**src/rtl/mtfr_pkg.sv**
```systemverilog
// Shared constants, register indexes and controller/datapath interface types.
`timescale 1ns / 1ps
package mtfr_pkg;

   localparam int MAX_POINTS  = 10;
   localparam int SLOT_IDX_W  = (MAX_POINTS > 1) ? $clog2(MAX_POINTS) : 1;
   localparam int CNT_W       = $clog2(MAX_POINTS + 1);

   localparam int COORD_W     = 12;
   localparam int SLOT_W      = 4;
   localparam int KIND_W      = 2;
   localparam int CSR_ADDR_W  = 3;
   localparam int CSR_DATA_W  = 12;
   localparam int REQ_DATA_W  = 48;
   localparam int RSP_DATA_W  = 32;

   localparam logic [7:0] EMPTY_BYTE    = 8'hFF;
   localparam logic [7:0] STATUS_DOWN   = 8'd1;
   localparam logic [7:0] STATUS_MOVE   = 8'd2;

   localparam logic [KIND_W-1:0] KIND_CONTACT = 2'd0;
   localparam logic [KIND_W-1:0] KIND_RELEASE = 2'd1;
   localparam logic [KIND_W-1:0] KIND_SYNC    = 2'd2;

   localparam logic [CSR_ADDR_W-1:0] REG_SWAP_AXES     = 3'd0;
   localparam logic [CSR_ADDR_W-1:0] REG_MIRROR_X      = 3'd1;
   localparam logic [CSR_ADDR_W-1:0] REG_MIRROR_Y      = 3'd2;
   localparam logic [CSR_ADDR_W-1:0] REG_WIDTH_MAX     = 3'd3;
   localparam logic [CSR_ADDR_W-1:0] REG_HEIGHT_MAX    = 3'd4;
   localparam logic [CSR_ADDR_W-1:0] REG_SCREEN_ACTIVE = 3'd5;
   localparam logic [CSR_ADDR_W-1:0] REG_POINTS_IN_USE = 3'd6;

   typedef struct packed {
      logic capture;
      logic emit_contact;
      logic emit_release;
      logic emit_sync;
      logic scan_step;
      logic frame_done;
   } cmd_type;

   typedef struct packed {
      logic contact;
      logic frame_end;
      logic scan_done;
      logic gone_bit;
      logic frame_reported;
      logic out_free;
   } status_type;

endpackage

```
**src/rtl/multitouch_frame_reporter.sv**
```systemverilog
// Top level of the multitouch frame reporter.
//
//   Channel  Direction  Contents
//   req_     in         one touch point record per request, tlast on the frame's last record
//   rsp_     out        contact, slot release or frame sync reports, tlast on a request's last
//   csr_     in         register writes, index in csr_addr
//
// A record that is not the last of its frame is captured, then reported once its result can be stored.
// The last record of a frame then walks the release scan, closes it and emits the frame sync
// when the frame reported anything; the scan covers points_in_use slots saturated at 10,
// one slot per cycle while no release waits for a stalled result register.
// A stalled result register holds the controller until rsp_tready frees it.
// Reset is synchronous and restores all register defaults and clears the slot state.
`timescale 1ns / 1ps
module multitouch_frame_reporter (
   input  logic                            clock,
   input  logic                            reset,
   input  logic                            req_tvalid,
   output logic                            req_tready,
   // x_high, x_low, y_high, y_low, touch_status, point_id
   input  logic [mtfr_pkg::REQ_DATA_W-1:0] req_tdata,
   input  logic                            req_tlast,
   output logic                            rsp_tvalid,
   input  logic                            rsp_tready,
   // slot, pos_x, pos_y, zero fill
   output logic [mtfr_pkg::RSP_DATA_W-1:0] rsp_tdata,
   // report_kind
   output logic [mtfr_pkg::KIND_W-1:0]     rsp_tuser,
   output logic                            rsp_tlast,
   input  logic                            csr_we,
   input  logic [mtfr_pkg::CSR_ADDR_W-1:0] csr_addr,
   input  logic [mtfr_pkg::CSR_DATA_W-1:0] csr_wdata
);
   import mtfr_pkg::*;

   cmd_type    cmd;
   status_type status;

   mtfr_controller u_controller (
      .clock      (clock),
      .reset      (reset),
      .req_tvalid (req_tvalid),
      .req_tready (req_tready),
      .cmd        (cmd),
      .status     (status)
   );

   mtfr_datapath u_datapath (
      .clock      (clock),
      .reset      (reset),
      .csr_we     (csr_we),
      .csr_addr   (csr_addr),
      .csr_wdata  (csr_wdata),
      .req_tdata  (req_tdata),
      .req_tlast  (req_tlast),
      .rsp_tvalid (rsp_tvalid),
      .rsp_tready (rsp_tready),
      .rsp_tdata  (rsp_tdata),
      .rsp_tuser  (rsp_tuser),
      .rsp_tlast  (rsp_tlast),
      .cmd        (cmd),
      .status     (status)
   );

endmodule

```
**src/rtl/mtfr_datapath.sv**
```systemverilog
// Datapath: configuration registers, slot state, request capture and result register.
`timescale 1ns / 1ps
module mtfr_datapath (
   input  logic                            clock,
   input  logic                            reset,
   input  logic                            csr_we,
   input  logic [mtfr_pkg::CSR_ADDR_W-1:0] csr_addr,
   input  logic [mtfr_pkg::CSR_DATA_W-1:0] csr_wdata,
   input  logic [mtfr_pkg::REQ_DATA_W-1:0] req_tdata,
   input  logic                            req_tlast,
   output logic                            rsp_tvalid,
   input  logic                            rsp_tready,
   output logic [mtfr_pkg::RSP_DATA_W-1:0] rsp_tdata,
   output logic [mtfr_pkg::KIND_W-1:0]     rsp_tuser,
   output logic                            rsp_tlast,
   input  mtfr_pkg::cmd_type               cmd,
   output mtfr_pkg::status_type            status
);
   import mtfr_pkg::*;

   logic                  swap_axes_ff, swap_axes_in;
   logic                  mirror_x_ff, mirror_x_in;
   logic                  mirror_y_ff, mirror_y_in;
   logic [COORD_W-1:0]    width_max_ff, width_max_in;
   logic [COORD_W-1:0]    height_max_ff, height_max_in;
   logic                  active_ff, active_in;
   logic [3:0]            points_ff, points_in;

   logic [MAX_POINTS-1:0] prev_pressed_ff, prev_pressed_in;
   logic [MAX_POINTS-1:0] cur_pressed_ff, cur_pressed_in;
   logic                  reported_ff, reported_in;

   logic                  contact_ff, contact_in;
   logic                  frame_end_ff, frame_end_in;
   logic [COORD_W-1:0]    raw_x_ff, raw_x_in;
   logic [COORD_W-1:0]    raw_y_ff, raw_y_in;
   logic [SLOT_IDX_W-1:0] slot_ff, slot_in;
   logic [CNT_W-1:0]      scan_idx_ff, scan_idx_in;

   logic                  rsp_valid_ff, rsp_valid_in;
   logic [KIND_W-1:0]     rsp_kind_ff, rsp_kind_in;
   logic [SLOT_W-1:0]     rsp_slot_ff, rsp_slot_in;
   logic [COORD_W-1:0]    rsp_x_ff, rsp_x_in;
   logic [COORD_W-1:0]    rsp_y_ff, rsp_y_in;
   logic                  rsp_last_ff, rsp_last_in;

   logic [CNT_W-1:0]      slot_count;
   logic [7:0]            x_high, x_low, y_high, y_low, touch_status, point_id;
   logic [7:0]            slot_raw;
   logic [COORD_W-1:0]    sel_x, sel_y, pos_x, pos_y;
   logic [MAX_POINTS-1:0] gone;
   logic                  out_free;
   logic                  emit_any;

   assign x_high       = req_tdata[7:0];
   assign x_low        = req_tdata[15:8];
   assign y_high       = req_tdata[23:16];
   assign y_low        = req_tdata[31:24];
   assign touch_status = req_tdata[39:32];
   assign point_id     = req_tdata[47:40];
   assign slot_raw     = point_id - 8'd1;

   assign slot_count = (int'(points_ff) > MAX_POINTS) ? CNT_W'(MAX_POINTS)
                                                      : CNT_W'(points_ff);

   assign gone     = prev_pressed_ff & ~cur_pressed_ff;
   assign out_free = !rsp_valid_ff || rsp_tready;
   assign emit_any = cmd.emit_contact || cmd.emit_release || cmd.emit_sync;

   // Axis swap, then mirror against the panel maximum with clamping at zero.
   assign sel_x = swap_axes_ff ? raw_y_ff : raw_x_ff;
   assign sel_y = swap_axes_ff ? raw_x_ff : raw_y_ff;
   assign pos_x = !mirror_x_ff ? sel_x :
                  (sel_x > width_max_ff) ? '0 : width_max_ff - sel_x;
   assign pos_y = !mirror_y_ff ? sel_y :
                  (sel_y > height_max_ff) ? '0 : height_max_ff - sel_y;

   always_comb begin
      swap_axes_in  = swap_axes_ff;
      mirror_x_in   = mirror_x_ff;
      mirror_y_in   = mirror_y_ff;
      width_max_in  = width_max_ff;
      height_max_in = height_max_ff;
      active_in     = active_ff;
      points_in     = points_ff;
      if (csr_we) begin
         case (csr_addr)
            REG_SWAP_AXES:     swap_axes_in  = csr_wdata[0];
            REG_MIRROR_X:      mirror_x_in   = csr_wdata[0];
            REG_MIRROR_Y:      mirror_y_in   = csr_wdata[0];
            REG_WIDTH_MAX:     width_max_in  = csr_wdata[COORD_W-1:0];
            REG_HEIGHT_MAX:    height_max_in = csr_wdata[COORD_W-1:0];
            REG_SCREEN_ACTIVE: active_in     = csr_wdata[0];
            REG_POINTS_IN_USE: points_in     = csr_wdata[3:0];
            default: ;
         endcase
      end
   end

   always_comb begin
      contact_in   = contact_ff;
      frame_end_in = frame_end_ff;
      raw_x_in     = raw_x_ff;
      raw_y_in     = raw_y_ff;
      slot_in      = slot_ff;
      scan_idx_in  = scan_idx_ff;
      if (cmd.capture) begin
         contact_in   = (x_high != EMPTY_BYTE) && (y_high != EMPTY_BYTE) &&
                        ((touch_status == STATUS_DOWN) || (touch_status == STATUS_MOVE)) &&
                        (point_id != 8'd0) && (point_id <= 8'(slot_count)) && active_ff;
         frame_end_in = req_tlast;
         raw_x_in     = {x_high, x_low[3:0]};
         raw_y_in     = {y_high, y_low[3:0]};
         slot_in      = slot_raw[SLOT_IDX_W-1:0];
         scan_idx_in  = '0;
      end else if (cmd.scan_step) begin
         scan_idx_in = scan_idx_ff + CNT_W'(1);
      end
   end

   always_comb begin
      prev_pressed_in = prev_pressed_ff;
      cur_pressed_in  = cur_pressed_ff;
      reported_in     = reported_ff;
      if (cmd.emit_contact) begin
         cur_pressed_in[slot_ff] = 1'b1;
         reported_in             = 1'b1;
      end
      if (cmd.emit_release) begin
         reported_in = 1'b1;
      end
      if (cmd.frame_done) begin
         prev_pressed_in = cur_pressed_ff;
         cur_pressed_in  = '0;
         reported_in     = 1'b0;
      end
   end

   always_comb begin
      rsp_valid_in = emit_any || (rsp_valid_ff && !rsp_tready);
      rsp_kind_in  = rsp_kind_ff;
      rsp_slot_in  = rsp_slot_ff;
      rsp_x_in     = rsp_x_ff;
      rsp_y_in     = rsp_y_ff;
      rsp_last_in  = rsp_last_ff;
      if (cmd.emit_contact) begin
         rsp_kind_in = KIND_CONTACT;
         rsp_slot_in = SLOT_W'(slot_ff);
         rsp_x_in    = pos_x;
         rsp_y_in    = pos_y;
         rsp_last_in = !frame_end_ff;
      end else if (cmd.emit_release) begin
         rsp_kind_in = KIND_RELEASE;
         rsp_slot_in = SLOT_W'(scan_idx_ff[SLOT_IDX_W-1:0]);
         rsp_x_in    = '0;
         rsp_y_in    = '0;
         rsp_last_in = 1'b0;
      end else if (cmd.emit_sync) begin
         rsp_kind_in = KIND_SYNC;
         rsp_slot_in = '0;
         rsp_x_in    = '0;
         rsp_y_in    = '0;
         rsp_last_in = 1'b1;
      end
   end

   always_ff @(posedge clock) begin
      if (reset) begin
         swap_axes_ff    <= 1'b1;
         mirror_x_ff     <= 1'b0;
         mirror_y_ff     <= 1'b1;
         width_max_ff    <= 12'd2048;
         height_max_ff   <= 12'd1536;
         active_ff       <= 1'b1;
         points_ff       <= 4'd10;
         prev_pressed_ff <= '0;
         cur_pressed_ff  <= '0;
         reported_ff     <= 1'b0;
         rsp_valid_ff    <= 1'b0;
      end else begin
         swap_axes_ff    <= swap_axes_in;
         mirror_x_ff     <= mirror_x_in;
         mirror_y_ff     <= mirror_y_in;
         width_max_ff    <= width_max_in;
         height_max_ff   <= height_max_in;
         active_ff       <= active_in;
         points_ff       <= points_in;
         prev_pressed_ff <= prev_pressed_in;
         cur_pressed_ff  <= cur_pressed_in;
         reported_ff     <= reported_in;
         rsp_valid_ff    <= rsp_valid_in;
      end
   end

   always_ff @(posedge clock) begin
      contact_ff   <= contact_in;
      frame_end_ff <= frame_end_in;
      raw_x_ff     <= raw_x_in;
      raw_y_ff     <= raw_y_in;
      slot_ff      <= slot_in;
      scan_idx_ff  <= scan_idx_in;
      rsp_kind_ff  <= rsp_kind_in;
      rsp_slot_ff  <= rsp_slot_in;
      rsp_x_ff     <= rsp_x_in;
      rsp_y_ff     <= rsp_y_in;
      rsp_last_ff  <= rsp_last_in;
   end

   always_comb begin
      status.contact        = contact_ff;
      status.frame_end      = frame_end_ff;
      status.scan_done      = (scan_idx_ff >= slot_count);
      status.gone_bit       = (scan_idx_ff < slot_count) &&
                              gone[scan_idx_ff[SLOT_IDX_W-1:0]];
      status.frame_reported = reported_ff;
      status.out_free       = out_free;
   end

   assign rsp_tvalid = rsp_valid_ff;
   assign rsp_tdata  = {4'd0, rsp_y_ff, rsp_x_ff, rsp_slot_ff};
   assign rsp_tuser  = rsp_kind_ff;
   assign rsp_tlast  = rsp_last_ff;

endmodule

```
**src/rtl/mtfr_controller.sv**
```systemverilog
// Controller: sequences capture, contact report, release scan and frame sync.
`timescale 1ns / 1ps
module mtfr_controller (
   input  logic                 clock,
   input  logic                 reset,
   input  logic                 req_tvalid,
   output logic                 req_tready,
   output mtfr_pkg::cmd_type    cmd,
   input  mtfr_pkg::status_type status
);
   import mtfr_pkg::*;

   localparam logic [1:0] ST_IDLE    = 2'd0;
   localparam logic [1:0] ST_CONTACT = 2'd1;
   localparam logic [1:0] ST_SCAN    = 2'd2;
   localparam logic [1:0] ST_SYNC    = 2'd3;

   logic [1:0] state_ff, state_in;

   always_comb begin
      state_in   = state_ff;
      req_tready = 1'b0;
      cmd        = '0;
      case (state_ff)
         ST_IDLE: begin
            req_tready = 1'b1;
            if (req_tvalid) begin
               cmd.capture = 1'b1;
               state_in    = ST_CONTACT;
            end
         end
         ST_CONTACT: begin
            if (!status.contact || status.out_free) begin
               cmd.emit_contact = status.contact;
               state_in         = status.frame_end ? ST_SCAN : ST_IDLE;
            end
         end
         ST_SCAN: begin
            if (status.scan_done) begin
               state_in = ST_SYNC;
            end else if (!status.gone_bit || status.out_free) begin
               cmd.emit_release = status.gone_bit;
               cmd.scan_step    = 1'b1;
            end
         end
         ST_SYNC: begin
            if (!status.frame_reported || status.out_free) begin
               cmd.emit_sync  = status.frame_reported;
               cmd.frame_done = 1'b1;
               state_in       = ST_IDLE;
            end
         end
         default: state_in = ST_IDLE;
      endcase
   end

   always_ff @(posedge clock) begin
      if (reset) begin
         state_ff <= ST_IDLE;
      end else begin
         state_ff <= state_in;
      end
   end

endmodule

```
**config.mk**
```make
export PLATFORM = sky130hd
export DESIGN_NAME = multitouch_frame_reporter
export DESIGN_NICKNAME = d
export VERILOG_FILES = /design/src/rtl/mtfr_pkg.sv /design/src/rtl/multitouch_frame_reporter.sv /design/src/rtl/mtfr_datapath.sv /design/src/rtl/mtfr_controller.sv
export SDC_FILE = /design/constraint.sdc
export NUM_CORES = 1
export LEC_CHECK = 0
export ABC_AREA = 1
export BUFFER_PORTS_ARGS = -buffer_cell sky130_fd_sc_hd__buf_2
export CORE_AREA = 2 2 106 149
export CTS_CLUSTER_DIAMETER = 30
export DETAILED_ROUTE_END_ITERATION = 7
export DIE_AREA = 0 0 108 151
export HOLD_SLACK_MARGIN = 0.08
export PLACE_DENSITY = 0.67
export RECOVER_POWER = 25
export SYNTH_ARGS = -nofsm -noshare
export SYNTH_HDL_FRONTEND = slang
export SYNTH_SLANG_ARGS = --single-unit
export TNS_END_PERCENT = 50
```
**constraint.sdc**
```tcl
create_clock -name clock -period 3 [get_ports clock]
set_clock_uncertainty 0.2 [all_clocks]
set_input_delay 0.15 -clock clock [delete_from_list [all_inputs] [get_ports clock]]
set_output_delay 0.15 -clock clock [all_outputs]
set_load 0.005 [all_outputs]
```
Yosys cells after proc, flatten, opt, wreduce, memory -nomap -nowiden
Cells that the tools add are included.
W data, S select, Z words.
{"block": "word_totals", "ff_bits": 121, "in_bits": 69, "output_inout_bits": 37, "word_cells": 141}
{"block": "op_classes", "n_addsub": 4, "magnitude_cmp": 9, "eq_ne": 17, "n_mux": 46, "bitwise_logic": 3, "reduce_logical": 38}
{"cell": "$mux W12", "n": 10}
{"cell": "$gt A12 B12 Y1", "n": 2}
{"cell": "$mux W1", "n": 24}
{"cell": "$sub A12 B12 Y12", "n": 2}
{"cell": "$mux W4", "n": 4}
{"cell": "$ne A8 B8 Y1 const B", "n": 2}
{"cell": "$reduce_and A2 Y1", "n": 7}
{"cell": "$and A10 B10 Y10", "n": 1}
{"cell": "$lt A4 B5 Y1 const B", "n": 2}
{"cell": "$mux W2", "n": 5}
{"cell": "$not A10 Y10", "n": 1}
{"cell": "$or A10 B10 Y10", "n": 1}
{"cell": "$eq A3 B3 Y1 const B", "n": 3}
{"cell": "$eq A8 B1 Y1 const B", "n": 1}
{"cell": "$eq A8 B2 Y1 const B", "n": 1}
{"cell": "$le A8 B4 Y1", "n": 1}
{"cell": "$logic_and A1 B1 Y1", "n": 8}
{"cell": "$logic_or A1 B1 Y1", "n": 8}
{"cell": "$pmux W2 S4", "n": 1}
{"cell": "$reduce_bool A8 Y1", "n": 1}
{"cell": "$eq A3 B2 Y1 const B", "n": 2}
{"cell": "$logic_not A1 Y1", "n": 6}
{"cell": "$add A4 B1 Y4 const B", "n": 1}
{"cell": "$bmux W1 S4", "n": 1}
{"cell": "other kinds (17)", "n": 22}

Logic depth before layout (Yosys ltp)
{"block": "depth", "ltp_word": 13, "depth_mapped": 15, "ltp_nobuf": 15}

By module
Synthesis repeated with hierarchy kept, for this count alone.
{"block": "unflattened", "hier_cells": 894, "hier_area_um2": 6890.4}
{"module": "mtfr_datapath", "n_inst": 1, "cells_per_inst": 857, "area_each_um2": 6696.4, "seq_area_each_um2": 2972.9}
{"module": "mtfr_controller", "n_inst": 1, "cells_per_inst": 37, "area_each_um2": 193.9, "seq_area_each_um2": 40.0}

Worst setup path after synthesis
OpenSTA, ideal clock, no wires.
{"block": "synth_timing", "path_kind": "reg2reg", "startpoint": "reg u_datapath.points_ff[1]", "endpoint": "reg u_datapath.rsp_slot_ff[0] (enable)", "setup_ps": 391, "t_arrival_ps": 2252, "t_required_ps": 2409, "path_slack_ps": 157, "stages_incl_launch_ff": 14, "path_buffers": 0, "period_less_slack_ps": 2843, "cell_sequence": "dfxtp_1 -> nand2_1 -> inv_1 -> nor2_1 -> nor2_1 -> nor2_1 -> ha_1 -> inv_1 -> nor2_1 -> o21bai_1 -> nand2_1 -> a21oi_2 -> nand3_2 -> nand3_1"}
{"block": "synth_between", "elab_chain_len": 10, "elab_cells_between_ends": 11, "cone_classes": "order compare (3); mux (4); reduce/logical (4)"}
{"item": "start: declaration", "line": "mtfr_datapath.sv:27", "rtl": "logic [3:0] points_ff, points_in;"}
{"item": "start signal: assignment", "line": "mtfr_datapath.sv:187", "rtl": "points_ff <= points_in;"}
{"item": "$gt A4 B4 Y1", "line": "mtfr_datapath.sv:63", "rtl": "assign slot_count = (int'(points_ff) > MAX_POINTS) ? CNT_W'(MAX_POINTS)"}
{"item": "$mux W4 (*)", "line": "mtfr_datapath.sv:63"}
{"item": "$lt A4 B4 Y1", "line": "mtfr_datapath.sv:213", "rtl": "status.gone_bit = (scan_idx_ff < slot_count) &&"}
{"item": "$logic_and A1 B1 Y1", "line": "mtfr_datapath.sv:213"}
{"item": "$logic_not A1 Y1", "line": "mtfr_controller.sv:41", "rtl": "end else if (!status.gone_bit || status.out_free) begin"}
{"item": "$logic_or A1 B1 Y1", "line": "mtfr_controller.sv:41"}
{"item": "$mux W1", "line": "mtfr_controller.sv:41"}
{"item": "$mux W1 (*)", "line": "mtfr_controller.sv:39", "rtl": "if (status.scan_done) begin"}
{"item": "$mux W1 (*)", "line": "mtfr_controller.sv:24", "rtl": "case (state_ff)"}
{"item": "$reduce_bool A3 Y1 (no source line) (*)"}
{"item": "end signal: assignment", "line": "mtfr_datapath.sv:203", "rtl": "rsp_slot_ff <= rsp_slot_in;"}
{"item": "end: declaration", "line": "mtfr_datapath.sv:42", "rtl": "logic [SLOT_W-1:0] rsp_slot_ff, rsp_slot_in;"}
Every way passes the cells marked *; elsewhere a longest branch is shown, timed or not.
A chain may end at the register's enable or synchronous reset.

Final worst setup path
{"block": "layout_timing", "startpoint": "reg u_datapath.swap_axes_ff", "endpoint": "reg u_datapath.rsp_y_ff[3], data pin"}
{"block": "layout_between", "elab_chain_len": 5, "elab_cells_between_ends": 6, "cone_classes": "add/sub (1); order compare (1); mux (4)"}
{"item": "start: declaration", "line": "mtfr_datapath.sv:21", "rtl": "logic swap_axes_ff, swap_axes_in;"}
{"item": "start signal: assignment", "line": "mtfr_datapath.sv:181", "rtl": "swap_axes_ff <= swap_axes_in;"}
{"item": "$mux W12 (*)", "line": "mtfr_datapath.sv:72", "rtl": "assign sel_y = swap_axes_ff ? raw_x_ff : raw_y_ff;"}
{"item": "$sub A12 B12 Y12 or $gt A12 B12 Y1 (tied branches)", "line": "mtfr_datapath.sv:76", "rtl": "(sel_y > height_max_ff) ? '0 : height_max_ff - sel_y;"}
{"item": "$mux W12", "line": "mtfr_datapath.sv:76"}
{"item": "$mux W12 (*)", "line": "mtfr_datapath.sv:75", "rtl": "assign pos_y = !mirror_y_ff ? sel_y :"}
{"item": "$mux W12 (*)", "line": "mtfr_datapath.sv:146", "rtl": "if (cmd.emit_contact) begin"}
{"item": "end signal: assignment", "line": "mtfr_datapath.sv:205", "rtl": "rsp_y_ff <= rsp_y_in;"}
{"item": "end: declaration", "line": "mtfr_datapath.sv:44", "rtl": "logic [COORD_W-1:0] rsp_y_ff, rsp_y_in;"}
Marked as above.

==> run summary <==
Die width: 108 microns
DRT Pass-1 Iters: 7
Most common cell after layout, fill and taps aside: nand2_1
Initial antenna violation count: 0
Post-CTS sizing: 0
Slowest stage delay, CP: 0.44 ns
TritonCTS clock tree: built
Final Cycle Share: 0.9295
Setup TNS: 0 ns
Final #Nets: 1091
Overall power: 0.004913 W
WP data arrival: 2.74 ns
Final min period: 2.788 ns
Crit Path Class: flop to flop
H-tree level count: 4
Global-route wire length before repair: 28360 microns
HPWL Detailed: 13120 microns
CP max stage cell: fa_1
Gp weighted congestion: 0.9162
Total grt overflow: 0
Die Area: 16310 sq um
Sink Count: 121
Via-to-Cell Ratio: 5.098
Worst-path cell chain: buf_12 -> nor2_1 -> a21oi_1 -> ha_1 -> inv_1 -> fa_1 -> nand3_1 -> nand3_1 -> nand3_1 -> nand3_1 -> nand2_2 -> inv_2 -> nand3_1 -> a21oi_1
Max clock buf depth: 2
Final hold vios: 0
Final antenna-violating net count: 0
CTS Hold Bufs: 59
Layout cell share with drive strength beyond 1: 0.1562
Yosys cell types: 42
Most Frequent Cell on Critical Path: nand3_1
Max Freq: 0.3586 GHz
Post-synthesis sequential area ratio: 0.4564
CP Capture Type: flop
Status: finished, final reports clean
Worst IR drop on VDD: 0.3653 mV
Post-CTS Setup Bufs: 0
Crit path launch type: flop
Root Driver: clkbuf_16
Synth warnings: 0
Flops & latches, synth: 121
Yosys top cell area share: 0.2684
Worst-Margin Slew: 0.5342 ns
Clk_lat worst skew: 0.41 ns
Final Setup Violations: 0
Clock-pin slew on the worst setup and hold paths: 0.06 ns
Num ports: 106
Max FO, Critical Path: 48
Row cnt: 53
Total number of vias: 6072
Leakage: 3.725 nW
GRT Util Overall: 0.2290
Core ar.: 14920 sq um
DRT Wirelength: 18050 microns
Initial Utilization: 0.4424
PortBufs: 93
Syn Inst Count: 820
Commonest non-fill, non-tap cells in the layout: nand2_1, nor2_1, inv_1, a21oi_1, o21ai_0
CTS buffer count: 17
Vias in the first global route: 5899
Largest net degree at the start of global routing: 49
Netlist Area Pre-Place: 6601 sq um
DR iter-0 viols: 260
Final slew viol count: 0
Max Cap Viol: 0
Area Overhead vs Synth: 29.13%
Number of diodes: 0
DR WL/cell: 15.15 microns
Min-Delay Path Class: flop to flop
DRC Markers: 0
RSZ-0062 raised after global routing: false
Area contributors post-synth: edfxtp_1, dfxtp_1, nand2_1
Required @ worst endpoint: 2.95 ns
Pwr dens: 576.4 nW/um^2
Die height: 151 microns
Synthesized area per cell: 8.050 sq um
Area leader, netlist: edfxtp_1
Slew HR: 0.6433
cell families (layout without fill, tap and decap cells):
| group | after synthesis | in the layout | synth area share |
|---|---|---|---|
| buf+inv | 113 | 289 | 0.06937 |
| compound gates | 160 | 160 | 0.1277 |
| flops | 121 | 121 | 0.4564 |
| simple gates | 374 | 374 | 0.2555 |
| xor+xnor | 15 | 15 | 0.01990 |
| fa+ha+maj | 36 | 36 | 0.07051 |
| other cells | 1 | 4 | 0.0005681 |
report_power, final:
part	internal (W)	leakage, nW	switching, W
clock network	0.00137	0.312	0.000776
logic	0.000326	2.36	0.000506
registers	0.00187	1.06	0.0000699
total	0.00356	3.73	0.00135
worst paths after layout:
check                           slack, ns                                       start                                         end  depth (start not counted)
worst max register to register       0.21        u_datapath.swap_axes_ff$_SDFFE_PP1P_        u_datapath.rsp_y_ff[3]$_SDFFCE_PN0P_                         14
worst min-delay path                 0.25  u_datapath.prev_pressed_ff[2]$_SDFFE_PP0P_  u_datapath.prev_pressed_ff[2]$_SDFFE_PP0P_                          2
worst max-delay path                 0.21        u_datapath.swap_axes_ff$_SDFFE_PP1P_        u_datapath.rsp_y_ff[3]$_SDFFCE_PN0P_                         14
worst min register to register       0.25  u_datapath.prev_pressed_ff[2]$_SDFFE_PP0P_  u_datapath.prev_pressed_ff[2]$_SDFFE_PP0P_                          2
sequential cells by signal, summed over array words and instances (netlist names), 2 cells and up, named ones only:
| signal | cells |
|---|---|
| u_datapath.cur_pressed_ff | 10 |
| u_datapath.height_max_ff | 12 |
| u_datapath.points_ff | 4 |
| u_datapath.prev_pressed_ff | 10 |
| u_datapath.raw_x_ff | 12 |
| u_datapath.raw_y_ff | 12 |
| u_datapath.rsp_slot_ff | 4 |
| u_datapath.rsp_tuser | 2 |
| u_datapath.rsp_x_ff | 12 |
| u_datapath.rsp_y_ff | 12 |
| u_datapath.scan_idx_ff | 4 |
| u_datapath.slot_ff | 4 |
| u_datapath.width_max_ff | 12 |
worst max-delay path: cells and delay by family (launching register included):
family	cells	cell delay [ns]
AO/OA/AOI/OAI	2	0.23
adder cells (fa/ha/maj)	2	0.62
buffers and inverters	3	0.38
flip-flops	1	0.37
AND/OR/NAND/NOR	7	0.73
layer usage:
| layer | up-vias | wire length, microns | track usage |
|---|---|---|---|
| met1 | 2776 | 7045 | 0.2466 |
| met3 | 44 | 612 | 0.03744 |
| met4 | 0 | 800 | 0.1186 |
| met5 | - | 0 | 0 |
| met2 | 170 | 9591 | 0.4252 |
| li1 | 3082 | - | - |
cell usage after synthesis (all sizes together):
master / number
a21oi: 80
o21ai: 66
conb: 1
a31oi: 1
nor3: 11
nor2: 126
and2: 3
o211ai: 4
nand4: 10
a21boi: 1
a32oi: 1
o22ai: 3
fa: 2
nor4: 2
a21o: 2
xor2: 11
nand3: 65
o21bai: 2
nand2b: 1
inv: 90
nor4b: 1
nand2: 133
clkbuf: 10
dfxtp: 62
edfxtp: 59
buf: 13
or2: 22
xnor2: 4
ha: 34
layout make-up:
class / instances / area (sq um)
timing repair buffer: 167 / 1154
tap: 192 / 240.2
multi-input combinational: 589 / 3142
sequential: 121 / 3013
fill: 1364 / 6396
clock buffer: 23 / 541.8
inverter: 90 / 337.8
clock inverter: 9 / 96.34
through the flow:
step | hold WS (ns) | setup WS (ns) | cell area [sq um] | util | cells
finish | 0.2545 | 0.2115 | 8524 | 0.5713 | 1191
floorplan | 0.01907 | 0.1570 | 6613 | - | 823
CTS | 0.2336 | 0.2154 | 8564 | 0.5740 | 1191
global placement | 0.1267 | 0.2775 | 7336 | 0.4917 | 1100
detailed placement | 0.1282 | 0.2114 | 7336 | 0.4917 | 1100
global route | 0.2574 | 0.01771 | 8524 | 0.5713 | 1191
(Power assumes the default switching activity.)
